**src/hdl/rmm_pkg.sv**
```systemverilog
// Shared widths, limits, status codes and divider status type for the running statistics core.
package rmm_pkg;

  localparam int unsigned SampleW = 32;
  localparam int unsigned ValW    = 31;
  localparam int unsigned SumW    = 47;
  localparam int unsigned CountW  = 16;
  localparam int unsigned FracW   = 8;
  localparam int unsigned MeanW   = 39;
  localparam int unsigned DivndW  = SumW + FracW;
  localparam int unsigned StepW   = $clog2(MeanW + 1);

  localparam longint unsigned CountLimit = 65535;
  localparam logic [CountW-1:0] CountCap =
      (CountLimit > 64'd65535) ? {CountW{1'b1}} : CountW'(CountLimit);

  typedef enum logic [1:0] {
    StsAccept = 2'd0,
    StsReject = 2'd1,
    StsEnded  = 2'd2,
    StsFull   = 2'd3
  } status_e;

  typedef struct packed {
    logic busy;
    logic done;
  } div_stat_t;

endpackage

```
**src/hdl/rmm_div.sv**
```systemverilog
// Bit-serial restoring divider: (sum << 8) / count, one quotient bit per cycle.
module rmm_div (
  input  logic                             clk_i,
  input  logic                             rst_ni,
  input  logic                             start_i,
  input  logic [rmm_pkg::DivndW-1:0]       dividend_i,
  input  logic [rmm_pkg::CountW-1:0]       divisor_i,
  output rmm_pkg::div_stat_t               stat_o,
  output logic [rmm_pkg::MeanW-1:0]        quotient_o
);

  logic [rmm_pkg::CountW-1:0] rem_q, rem_d;
  logic [rmm_pkg::MeanW-1:0]  quo_q, quo_d;
  logic [rmm_pkg::CountW-1:0] dvs_q, dvs_d;
  logic [rmm_pkg::StepW-1:0]  cnt_q, cnt_d;
  logic                       busy_q, busy_d;
  logic                       done_q, done_d;
  logic [rmm_pkg::CountW:0]   trial;
  logic [rmm_pkg::CountW:0]   diff;
  logic                       ge;

  // Quotient fits in MeanW bits, so the top dividend bits are already below the divisor.
  assign trial = {rem_q, quo_q[rmm_pkg::MeanW-1]};
  assign diff  = trial - {1'b0, dvs_q};
  assign ge    = (trial >= {1'b0, dvs_q});

  always_comb begin
    rem_d  = rem_q;
    quo_d  = quo_q;
    dvs_d  = dvs_q;
    cnt_d  = cnt_q;
    busy_d = busy_q;
    done_d = 1'b0;
    if (start_i) begin
      rem_d  = dividend_i[rmm_pkg::DivndW-1:rmm_pkg::MeanW];
      quo_d  = dividend_i[rmm_pkg::MeanW-1:0];
      dvs_d  = divisor_i;
      cnt_d  = rmm_pkg::StepW'(rmm_pkg::MeanW);
      busy_d = 1'b1;
    end else if (busy_q) begin
      rem_d = ge ? diff[rmm_pkg::CountW-1:0] : trial[rmm_pkg::CountW-1:0];
      quo_d = {quo_q[rmm_pkg::MeanW-2:0], ge};
      cnt_d = cnt_q - 1'b1;
      if (cnt_q == rmm_pkg::StepW'(1)) begin
        busy_d = 1'b0;
        done_d = 1'b1;
      end
    end
  end

  always_ff @(posedge clk_i or negedge rst_ni) begin
    if (!rst_ni) begin
      cnt_q  <= '0;
      busy_q <= 1'b0;
      done_q <= 1'b0;
    end else begin
      cnt_q  <= cnt_d;
      busy_q <= busy_d;
      done_q <= done_d;
    end
  end

  always_ff @(posedge clk_i) begin
    rem_q <= rem_d;
    quo_q <= quo_d;
    dvs_q <= dvs_d;
  end

  assign stat_o.busy = busy_q;
  assign stat_o.done = done_q;
  assign quotient_o  = quo_q;

endmodule

```
**src/hdl/running_min_max_mean_core.sv**
```systemverilog
// Top level: running min, max, count and fixed-point mean over positive samples.
//
//   channel | valid      | stall       | payload
//   --------+------------+-------------+-----------------------------------------------
//   in      | in_valid_i | in_stall_o  | sample_i
//   out     | out_valid_o| out_stall_i | status_o largest_o smallest_o sample_count_o mean_o
//
// An accepted sample starts the bit-serial divider that recomputes the mean,
// one quotient bit per cycle.
// A rejected, ended or full item runs no division.
// The input stalls from acceptance until the result is loaded into the output register.
// A new item is taken while the previous result still waits in the output register.
// Reset clears all statistics and reopens the session.
module running_min_max_mean_core (
  input  logic                              clk_i,
  input  logic                              rst_ni,
  input  logic                              in_valid_i,
  output logic                              in_stall_o,
  input  logic [rmm_pkg::SampleW-1:0]       sample_i,
  output logic                              out_valid_o,
  input  logic                              out_stall_i,
  output logic [1:0]                        status_o,
  output logic [rmm_pkg::ValW-1:0]          largest_o,
  output logic [rmm_pkg::ValW-1:0]          smallest_o,
  output logic [rmm_pkg::CountW-1:0]        sample_count_o,
  output logic [rmm_pkg::MeanW-1:0]         mean_o
);

  typedef enum logic [2:0] {
    StIdle = 3'b001,
    StDiv  = 3'b010,
    StOut  = 3'b100
  } state_e;

  state_e           state_q, state_d;
  rmm_pkg::status_e res_q, res_d;

  logic [rmm_pkg::ValW-1:0]   max_q, max_d;
  logic [rmm_pkg::ValW-1:0]   min_q, min_d;
  logic [rmm_pkg::SumW-1:0]   sum_q, sum_d;
  logic [rmm_pkg::CountW-1:0] cnt_q, cnt_d;
  logic [rmm_pkg::MeanW-1:0]  mean_q, mean_d;
  logic                       over_q, over_d;

  logic                       out_valid_q, out_valid_d;
  logic [1:0]                 out_status_q;
  logic [rmm_pkg::ValW-1:0]   out_max_q, out_min_q;
  logic [rmm_pkg::CountW-1:0] out_cnt_q;
  logic [rmm_pkg::MeanW-1:0]  out_mean_q;

  logic                       in_acc;
  logic                       load_out;
  logic                       div_start;
  logic [rmm_pkg::ValW-1:0]   val;
  rmm_pkg::div_stat_t         div_stat;
  logic [rmm_pkg::MeanW-1:0]  quotient;

  assign in_stall_o = (state_q != StIdle);
  assign in_acc     = in_valid_i && (state_q == StIdle);
  assign val        = sample_i[rmm_pkg::ValW-1:0];
  assign load_out   = (state_q == StOut) && (!out_valid_q || !out_stall_i);

  always_comb begin
    state_d   = state_q;
    res_d     = res_q;
    max_d     = max_q;
    min_d     = min_q;
    sum_d     = sum_q;
    cnt_d     = cnt_q;
    mean_d    = mean_q;
    over_d    = over_q;
    div_start = 1'b0;
    case (state_q)
      StIdle: begin
        if (in_acc) begin
          state_d = StOut;
          if (over_q) begin
            res_d = rmm_pkg::StsEnded;
          end else if (sample_i == {rmm_pkg::SampleW{1'b1}}) begin
            over_d = 1'b1;
            res_d  = rmm_pkg::StsEnded;
          end else if (sample_i[rmm_pkg::SampleW-1] || (sample_i == '0)) begin
            res_d = rmm_pkg::StsReject;
          end else if (cnt_q >= rmm_pkg::CountCap) begin
            res_d = rmm_pkg::StsFull;
          end else begin
            res_d = rmm_pkg::StsAccept;
            if (cnt_q == '0) begin
              max_d = val;
              min_d = val;
            end else begin
              if (val > max_q) max_d = val;
              if (val < min_q) min_d = val;
            end
            sum_d     = sum_q + rmm_pkg::SumW'(val);
            cnt_d     = cnt_q + 1'b1;
            div_start = 1'b1;
            state_d   = StDiv;
          end
        end
      end
      StDiv: begin
        if (div_stat.done) begin
          mean_d  = quotient;
          state_d = StOut;
        end
      end
      StOut: begin
        if (load_out) state_d = StIdle;
      end
      default: state_d = StIdle;
    endcase
  end

  always_comb begin
    out_valid_d = out_valid_q;
    if (load_out) begin
      out_valid_d = 1'b1;
    end else if (out_valid_q && !out_stall_i) begin
      out_valid_d = 1'b0;
    end
  end

  rmm_div u_div (
    .clk_i      (clk_i),
    .rst_ni     (rst_ni),
    .start_i    (div_start),
    .dividend_i ({sum_d, {rmm_pkg::FracW{1'b0}}}),
    .divisor_i  (cnt_d),
    .stat_o     (div_stat),
    .quotient_o (quotient)
  );

  always_ff @(posedge clk_i or negedge rst_ni) begin
    if (!rst_ni) begin
      state_q     <= StIdle;
      res_q       <= rmm_pkg::StsAccept;
      max_q       <= '0;
      min_q       <= '0;
      sum_q       <= '0;
      cnt_q       <= '0;
      mean_q      <= '0;
      over_q      <= 1'b0;
      out_valid_q <= 1'b0;
    end else begin
      state_q     <= state_d;
      res_q       <= res_d;
      max_q       <= max_d;
      min_q       <= min_d;
      sum_q       <= sum_d;
      cnt_q       <= cnt_d;
      mean_q      <= mean_d;
      over_q      <= over_d;
      out_valid_q <= out_valid_d;
    end
  end

  // Snapshot the statistics into the output register.
  always_ff @(posedge clk_i) begin
    if (load_out) begin
      out_status_q <= res_q;
      out_max_q    <= max_q;
      out_min_q    <= min_q;
      out_cnt_q    <= cnt_q;
      out_mean_q   <= mean_q;
    end
  end

  assign out_valid_o    = out_valid_q;
  assign status_o       = out_status_q;
  assign largest_o      = out_max_q;
  assign smallest_o     = out_min_q;
  assign sample_count_o = out_cnt_q;
  assign mean_o         = out_mean_q;

  a_count_cap: assert property (@(posedge clk_i) disable iff (!rst_ni)
    cnt_q <= rmm_pkg::CountCap)
    else $error("sample count above its limit");

  a_closed_frozen: assert property (@(posedge clk_i) disable iff (!rst_ni)
    over_q |=> over_q && $stable(cnt_q) && $stable(sum_q))
    else $error("statistics changed after session end");

  a_div_done_state: assert property (@(posedge clk_i) disable iff (!rst_ni)
    div_stat.done |-> (state_q == StDiv))
    else $error("divider finished outside the divide state");

  a_min_le_max: assert property (@(posedge clk_i) disable iff (!rst_ni)
    (cnt_q != '0) |-> (min_q <= max_q))
    else $error("minimum above maximum");

  a_div_busy: assert property (@(posedge clk_i) disable iff (!rst_ni)
    div_stat.busy |-> (state_q == StDiv))
    else $error("divider running outside the divide state");

endmodule

```
**config.mk**
```make
export PLATFORM = sky130hd
export DESIGN_NAME = running_min_max_mean_core
export DESIGN_NICKNAME = d
export VERILOG_FILES = /design/src/hdl/rmm_pkg.sv /design/src/hdl/rmm_div.sv /design/src/hdl/running_min_max_mean_core.sv
export SDC_FILE = /design/constraint.sdc
export NUM_CORES = 1
export LEC_CHECK = 0
export BUFFER_PORTS_ARGS = -buffer_cell sky130_fd_sc_hd__buf_2
export CORE_ASPECT_RATIO = 1.4
export CORE_MARGIN = 8
export CORE_UTILIZATION = 60
export CTS_CLUSTER_SIZE = 8
export DETAILED_ROUTE_END_ITERATION = 12
export PLACE_DENSITY = 0.83
export SLEW_MARGIN = 10
export SYNTH_ARGS = -nofsm -noshare
export SYNTH_HDL_FRONTEND = slang
export SYNTH_SLANG_ARGS = --single-unit
```
**constraint.sdc**
```tcl
create_clock -name clk_i -period 8.01 [get_ports clk_i]
set_input_delay 1.2015 -clock clk_i [delete_from_list [all_inputs] [get_ports clk_i]]
set_output_delay 1.2015 -clock clk_i [all_outputs]
set_load 0.1 [all_outputs]
```
; After elaboration in Yosys (flattened, before gate mapping)
; Cells that the tools add are included.
[word_totals]
mem_count = 0
register_bits = 369
elab_cells = 111
output_inout_bits = 121
mem_bits_rw = 0
mem_bits_ro = 0
latchBits = 0
[classes]
bitwise_logic = 4
mul = 0
n_lt_le_gt_ge = 4
n_div = 0
reduce_logical = 18
n_shift = 0
eq_ne = 9
n_addsub = 4
mux = 51
[ops]
columns = op, n
row1 = $mux 47, 6
row2 = $mux 16, 9
row3 = $mux 31, 4
row4 = $mux 39, 2
row5 = $add 47x31->47, 1
row6 = $eq 32x32->1 const B, 1
row7 = $logic_not 32->1, 1
row8 = $gt 31x31->1, 1
row9 = $lt 31x31->1, 1
row10 = $mux 3, 7
row11 = $ge 17x16->1, 1
row12 = $add 16x1->16 const B, 1
row13 = $ge 16x16->1 const B, 1
row14 = $logic_not 16->1, 1
row15 = $mux 1, 16
row16 = $sub 16x16->16, 1
row17 = $reduce_and 7->1, 2
row18 = $mux 6, 2
row19 = $pmux 3 s3, 1
row20 = $mux 2, 4
row21 = $reduce_bool 2->1, 4
row22 = $eq 6x1->1 const B, 1
row23 = $sub 6x1->6 const B, 1
row24 = $ne 2x2->1 const B, 2
row25 = other kinds (11), 19

; Depth between registers and ports, before layout
[depth]
ltp_word = 8
mapped_depth = 12
depth_no_buf = 11

; Hierarchy
; A second synthesis with hierarchy kept.
[unflattened]
cells_unflattened = 1568
area_unflattened_um2 = 18599.1
[modules_own_cells]
columns = module, instances, seq_area_each_um2, area_per_inst_um2, cells_each
row1 = running_min_max_mean_core, 1, 7853.8, 14422.6, 1242
row2 = rmm_div, 1, 2332.2, 4176.5, 326

; Worst setup path after synthesis
; No wires, ideal clock.
[synth_timing]
path_kind = input-to-reg
from = in out_stall_i
to = reg out_max_q, in the netlist largest_o[0], enable pin
setup_slack_ps = 565
n_path_buf = 0
arrival_time_ps = 6809
path_stages = 1
t_required_ps = 7374
path_cell_list = a21oi_1
[synth_between]
elab_chain_cells = 3
[synth_rtl]
columns = item, line_no
row1 = "start, declared", running_min_max_mean_core.sv:21  ; input logic out_stall_i,
row2 = $logic_not 1->1, running_min_max_mean_core.sv:61  ; assign load_out = (state_q == StOut) && (!out_valid_q || !out_stall_i);
row3 = $logic_or 1x1->1, running_min_max_mean_core.sv:61
row4 = $logic_and 1x1->1, running_min_max_mean_core.sv:61
row5 = "end signal, assigned", running_min_max_mean_core.sv:162  ; out_max_q <= max_q;
row6 = "end, declared", running_min_max_mean_core.sv:47  ; logic [rmm_pkg::ValW-1:0] out_max_q, out_min_q;
; Every way passes these cells.
; A chain may end at the register's enable or synchronous reset.

; Worst setup path in the final report
[layout_timing]
from = in sample_i[15] (netlist name)
to = reg u_div.dvs_q[10] (netlist name), data pin
[layout_between]
elab_chain_cells = 7
[layout_rtl]
columns = item, line_no
row1 = "start, declared", running_min_max_mean_core.sv:19  ; input logic [rmm_pkg::SampleW-1:0] sample_i,
row2 = $logic_not 32->1, running_min_max_mean_core.sv:82  ; end else if (sample_i[rmm_pkg::SampleW-1] || (sample_i == '0)) begin
row3 = $logic_or 1x1->1, running_min_max_mean_core.sv:82
row4 = $mux 16, running_min_max_mean_core.sv:82
row5 = $mux 16 *, running_min_max_mean_core.sv:79  ; end else if (sample_i == {rmm_pkg::SampleW{1'b1}}) begin
row6 = $mux 16 *, running_min_max_mean_core.sv:77  ; if (over_q) begin
row7 = $mux 16 *, running_min_max_mean_core.sv:75  ; if (in_acc) begin
row8 = $mux 16 *, running_min_max_mean_core.sv:73  ; case (state_q)
row9 = "net cnt_d, one bit", running_min_max_mean_core.sv:41  ; logic [rmm_pkg::CountW-1:0] cnt_q, cnt_d;
row10 = "end signal, assigned", rmm_div.sv:66  ; dvs_q <= dvs_d;
row11 = "end, declared", rmm_div.sv:14  ; logic [rmm_pkg::CountW-1:0] dvs_q, dvs_d;
; The timed path passes the listed nets; every way through them passes the cells marked *.

==> flow_summary_export.csv <==
group,metric,value,unit
clock_tree,path_clk_slew,0.05,ns
cells_and_area,nFillCells,2046,
worst_setup_path,r2r_setup_slack,4.01,ns
outcome,status,"finished clean",
synth,syn-num-nets,1671,
timing,rsz0062_at_grt,"false",
synth,yosysSeqAreaShare,55.61,%
timing,setup_viol,0,
routing,drt_iter0_markers,732,
synth,synth-compound-area-share,9.935,%
routing,ant_nets,0,
clock_tree,hold_buffers,0,
synth,synth_seq_cells,369,
routing,routedWlPerCell,21.39,um
cells_and_area,final_nets,1842,
clock_tree,h-tree-depth,2,
die,fp.dieH,221.9,um
placed_design,dp_slack,3.267,ns
cells_and_area,multi_input_area,7370,um2
worst_setup_path,path_max_fanout,55,
global_route,grt_pass1_vias,13360,
global_route,antenna_found_initial,1,
timing,slew_violations,0,
clock_tree,cts_setup_buffers,0,
worst_setup_path,r2r-start,"cnt_q[2]",
synth,synth.area.mux_share,7.911,%
die,initial_core_util,60.71,%
synth,yosys.area.top_type_share,30.07,%
synth,synth-simple-area-share,11.01,%
synth,syn_avg_cell_area,11.95,um2
synth,synth-async-reset-ratio,48.51,%
pwr,power.density,199.4,nW/um2
timing,fmax,0.2305,GHz
synth,synth-xor-area-share,3.663,%
synth,yosysUniqueCellTypes,84,
timing,fin_crit,4.339,ns
clock_tree,cts-root-buf,"clkbuf_16",
clock_tree,cts_buffers,52,
global_route,overflow,0,
routing,drcViolationCount,0,
synth,synth_flop_cell,"edfxtp_1",
job,maxCapViolCount,0,
global_route,grt_usage,25.08,%
worst_setup_path,path_class,"in2reg",
die,io_pins,157,
timing,setup_slack,3.671,ns
synth,synthTopCellsByArea,"edfxtp_1 (30%), dfrtp_1 (25%), ha_1 (7.7%)",
die,die_w,163.1,um
worst_setup_path,arrival,4.72,ns
synth,synth_most_common_cell,"edfxtp_1",
timing,worst_pin_slew,1.109,ns
cells_and_area,drive_above_1_share,20.17,%
synth,synth_commonest_cells,"edfxtp_1 (182), dfrtp_1 (178), nand2_1 (172)",
placed_design,portBuffers,156,
global_route,grt_max_degree,97,
clock_tree,clockBufferDepth,3,
min_path,worst_hold_path_type,"reg2reg",
min_path,hold_start,"mean_q[9]",
pwr,p_leak,0.008997,uW
routing,viasPerCell,6.009,
synth,synth_area,18170,um2
die,num_rows,75,
clock_tree,clock_latency,0.57,ns
synth,synthCells,1521,
timing,relSlewSlack,26.05,%
timing,post-route-period-util,54.17,%
clock_tree,postCtsResizedCells,0,
worst_setup_path,startpoint,"sample_i[15]",
placed_design,dp_hpwl,31.55,mm
worst_setup_path,critPathLaunchType,"input port",
timing,hold_viol,0,
routing,vias,12750,
global_route,grt_pass1_wl,71.77,mm
synth,synth_top_area_cell,"edfxtp_1",
pwr,total_power,4136,uW
timing,holdWs,0.4439,ns
synth,synth-edff-count,182,
synth,synth_fa_ha_area_share,7.932,%
die,die-area,36190,um2
placed_design,place.gp.congestion,0.9437,
routing,routed_wl,45.37,mm
worst_setup_path,cp.required,8.39,ns
pwr,ir_drop,156.3,uV
timing,fin_setup_tns,0,ns
timing,finClkSkew,0.02647,ns
routing,firstDrtPassIters,5,
die,core_area,29940,um2
cells_and_area,utilization,69.29,%
worst_setup_path,cp-end-kind,"register",
synth,synth_top_family_by_area,"simple AND/OR/NAND/NOR gates",
clock_tree,cts_tree,"yes",
clock_tree,clkSinkCount,369,
synth,yosys_warnings,0,
cells_and_area,area_delta_synth_final,14.13,%
cells_and_area,seq_area,10110,um2
-- state kept, by name, indices dropped and copies added (netlist names), 2 cells and up --
register / count
cnt_q: 16
largest_o: 31
max_q: 31
mean_o: 39
mean_q: 39
min_q: 31
res_q: 2
sample_count_o: 16
smallest_o: 31
state_q: 3
status_o: 2
sum_q: 47
u_div.cnt_q: 6
u_div.dvs_q: 16
u_div.quotient_o: 39
u_div.rem_q: 16
-- cell usage in the layout, fill, tap and decap left out, types with 18 or more instances in the layout --
master and count:
mux2i_1 18, mux2_2 72, edfxtp_1 182, dfrtp_1 178
xor2_1 25, ha_1 112, xnor2_1 51, nor2_1 67
clkbuf_1 41, a21oi_1 77, a211oi_1 19, o21ai_0 45
clkbuf_16 53, a21o_1 36, nand3_1 23, buf_2 155
nand4_1 39, nand2_1 172, mux2_4 29, inv_1 106
nor3_1 29
-- report_power, final --
group          leakage (uW)  internal [uW]  total, uW      switching [uW]
sequential          0.00398           1980       1980  0.0000000000000473
combinational       0.00431           42.2        133                90.8
clock              0.000715           1230       2020                 791
-- through the flow --
| stage | cells | cell area (um2) |
|---|---|---|
| 2_1_floorplan | 1521 | 18170 |
| 3_3_place_gp | 2023 | 19230 |
| 3_5_place_dp | 2023 | 19230 |
| 4_1_cts | 2120 | 20730 |
| 5_1_grt | 2121 | 20740 |
| 6_report | 2121 | 20740 |
-- per-layer routing --
metal | part of all wire (%) | vias up | wire, um | GRT usage (%)
met2 | 53 | 443 | 24230 | 44.88
met3 | 4.6 | 165 | 2084 | 3.976
met4 | 6.3 | 0 | 2839 | 15.58
met1 | 36 | 6264 | 16220 | 26.99
li1 | - | 5873 | - | -
met5 | 0 | - | 0 | 0
-- kinds of logic (layout without fill, tap and decap cells) --
family / count (synthesis) / in the layout
xor gates and xnor gates: 76 / 76
other: 0 / 1
buffers and inverters: 157 / 371
muxes: 120 / 120
DFF: 369 / 369
adders and majority gates: 114 / 114
AOI/OAI and AO/OA: 269 / 269
and+or+nand+nor: 416 / 416
-- cell type report --
class                           instances  share of cell area, %
Timing Repair Buffer                  167                  4.211
Inverter                              107                  1.936
Clock inverter                          3                 0.1267
Sequential cell                       369                  48.72
Clock buffer                           94                  7.136
Antenna cell                            1                0.01206
Multi-Input combinational cell        995                  35.53
Tap cell                              385                  2.322
-- path summary, 6_finish.rpt --
check,end,cells past startpoint
max in group asynchronous,min_q[13],2
hold / removal,mean_o[9],0
min in group asynchronous,sum_q[37],1
hold reg to reg,mean_o[9],0
setup reg to reg,u_div.rem_q[14],11
setup / recovery,u_div.dvs_q[10],12
-- critical path: stages --
cell,delay (ns)
buf_2,0.18
nand4_1,0.14
nor4_1,0.09
a21oi_1,0.37
nand2_1,0.12
or3b_2,0.52
buf_4,0.26
inv_2,0.54
buf_4,0.63
nand2_1,0.21
nor2_1,0.16
xor2_1,0.25
Power figures use the tool's default switching activity.
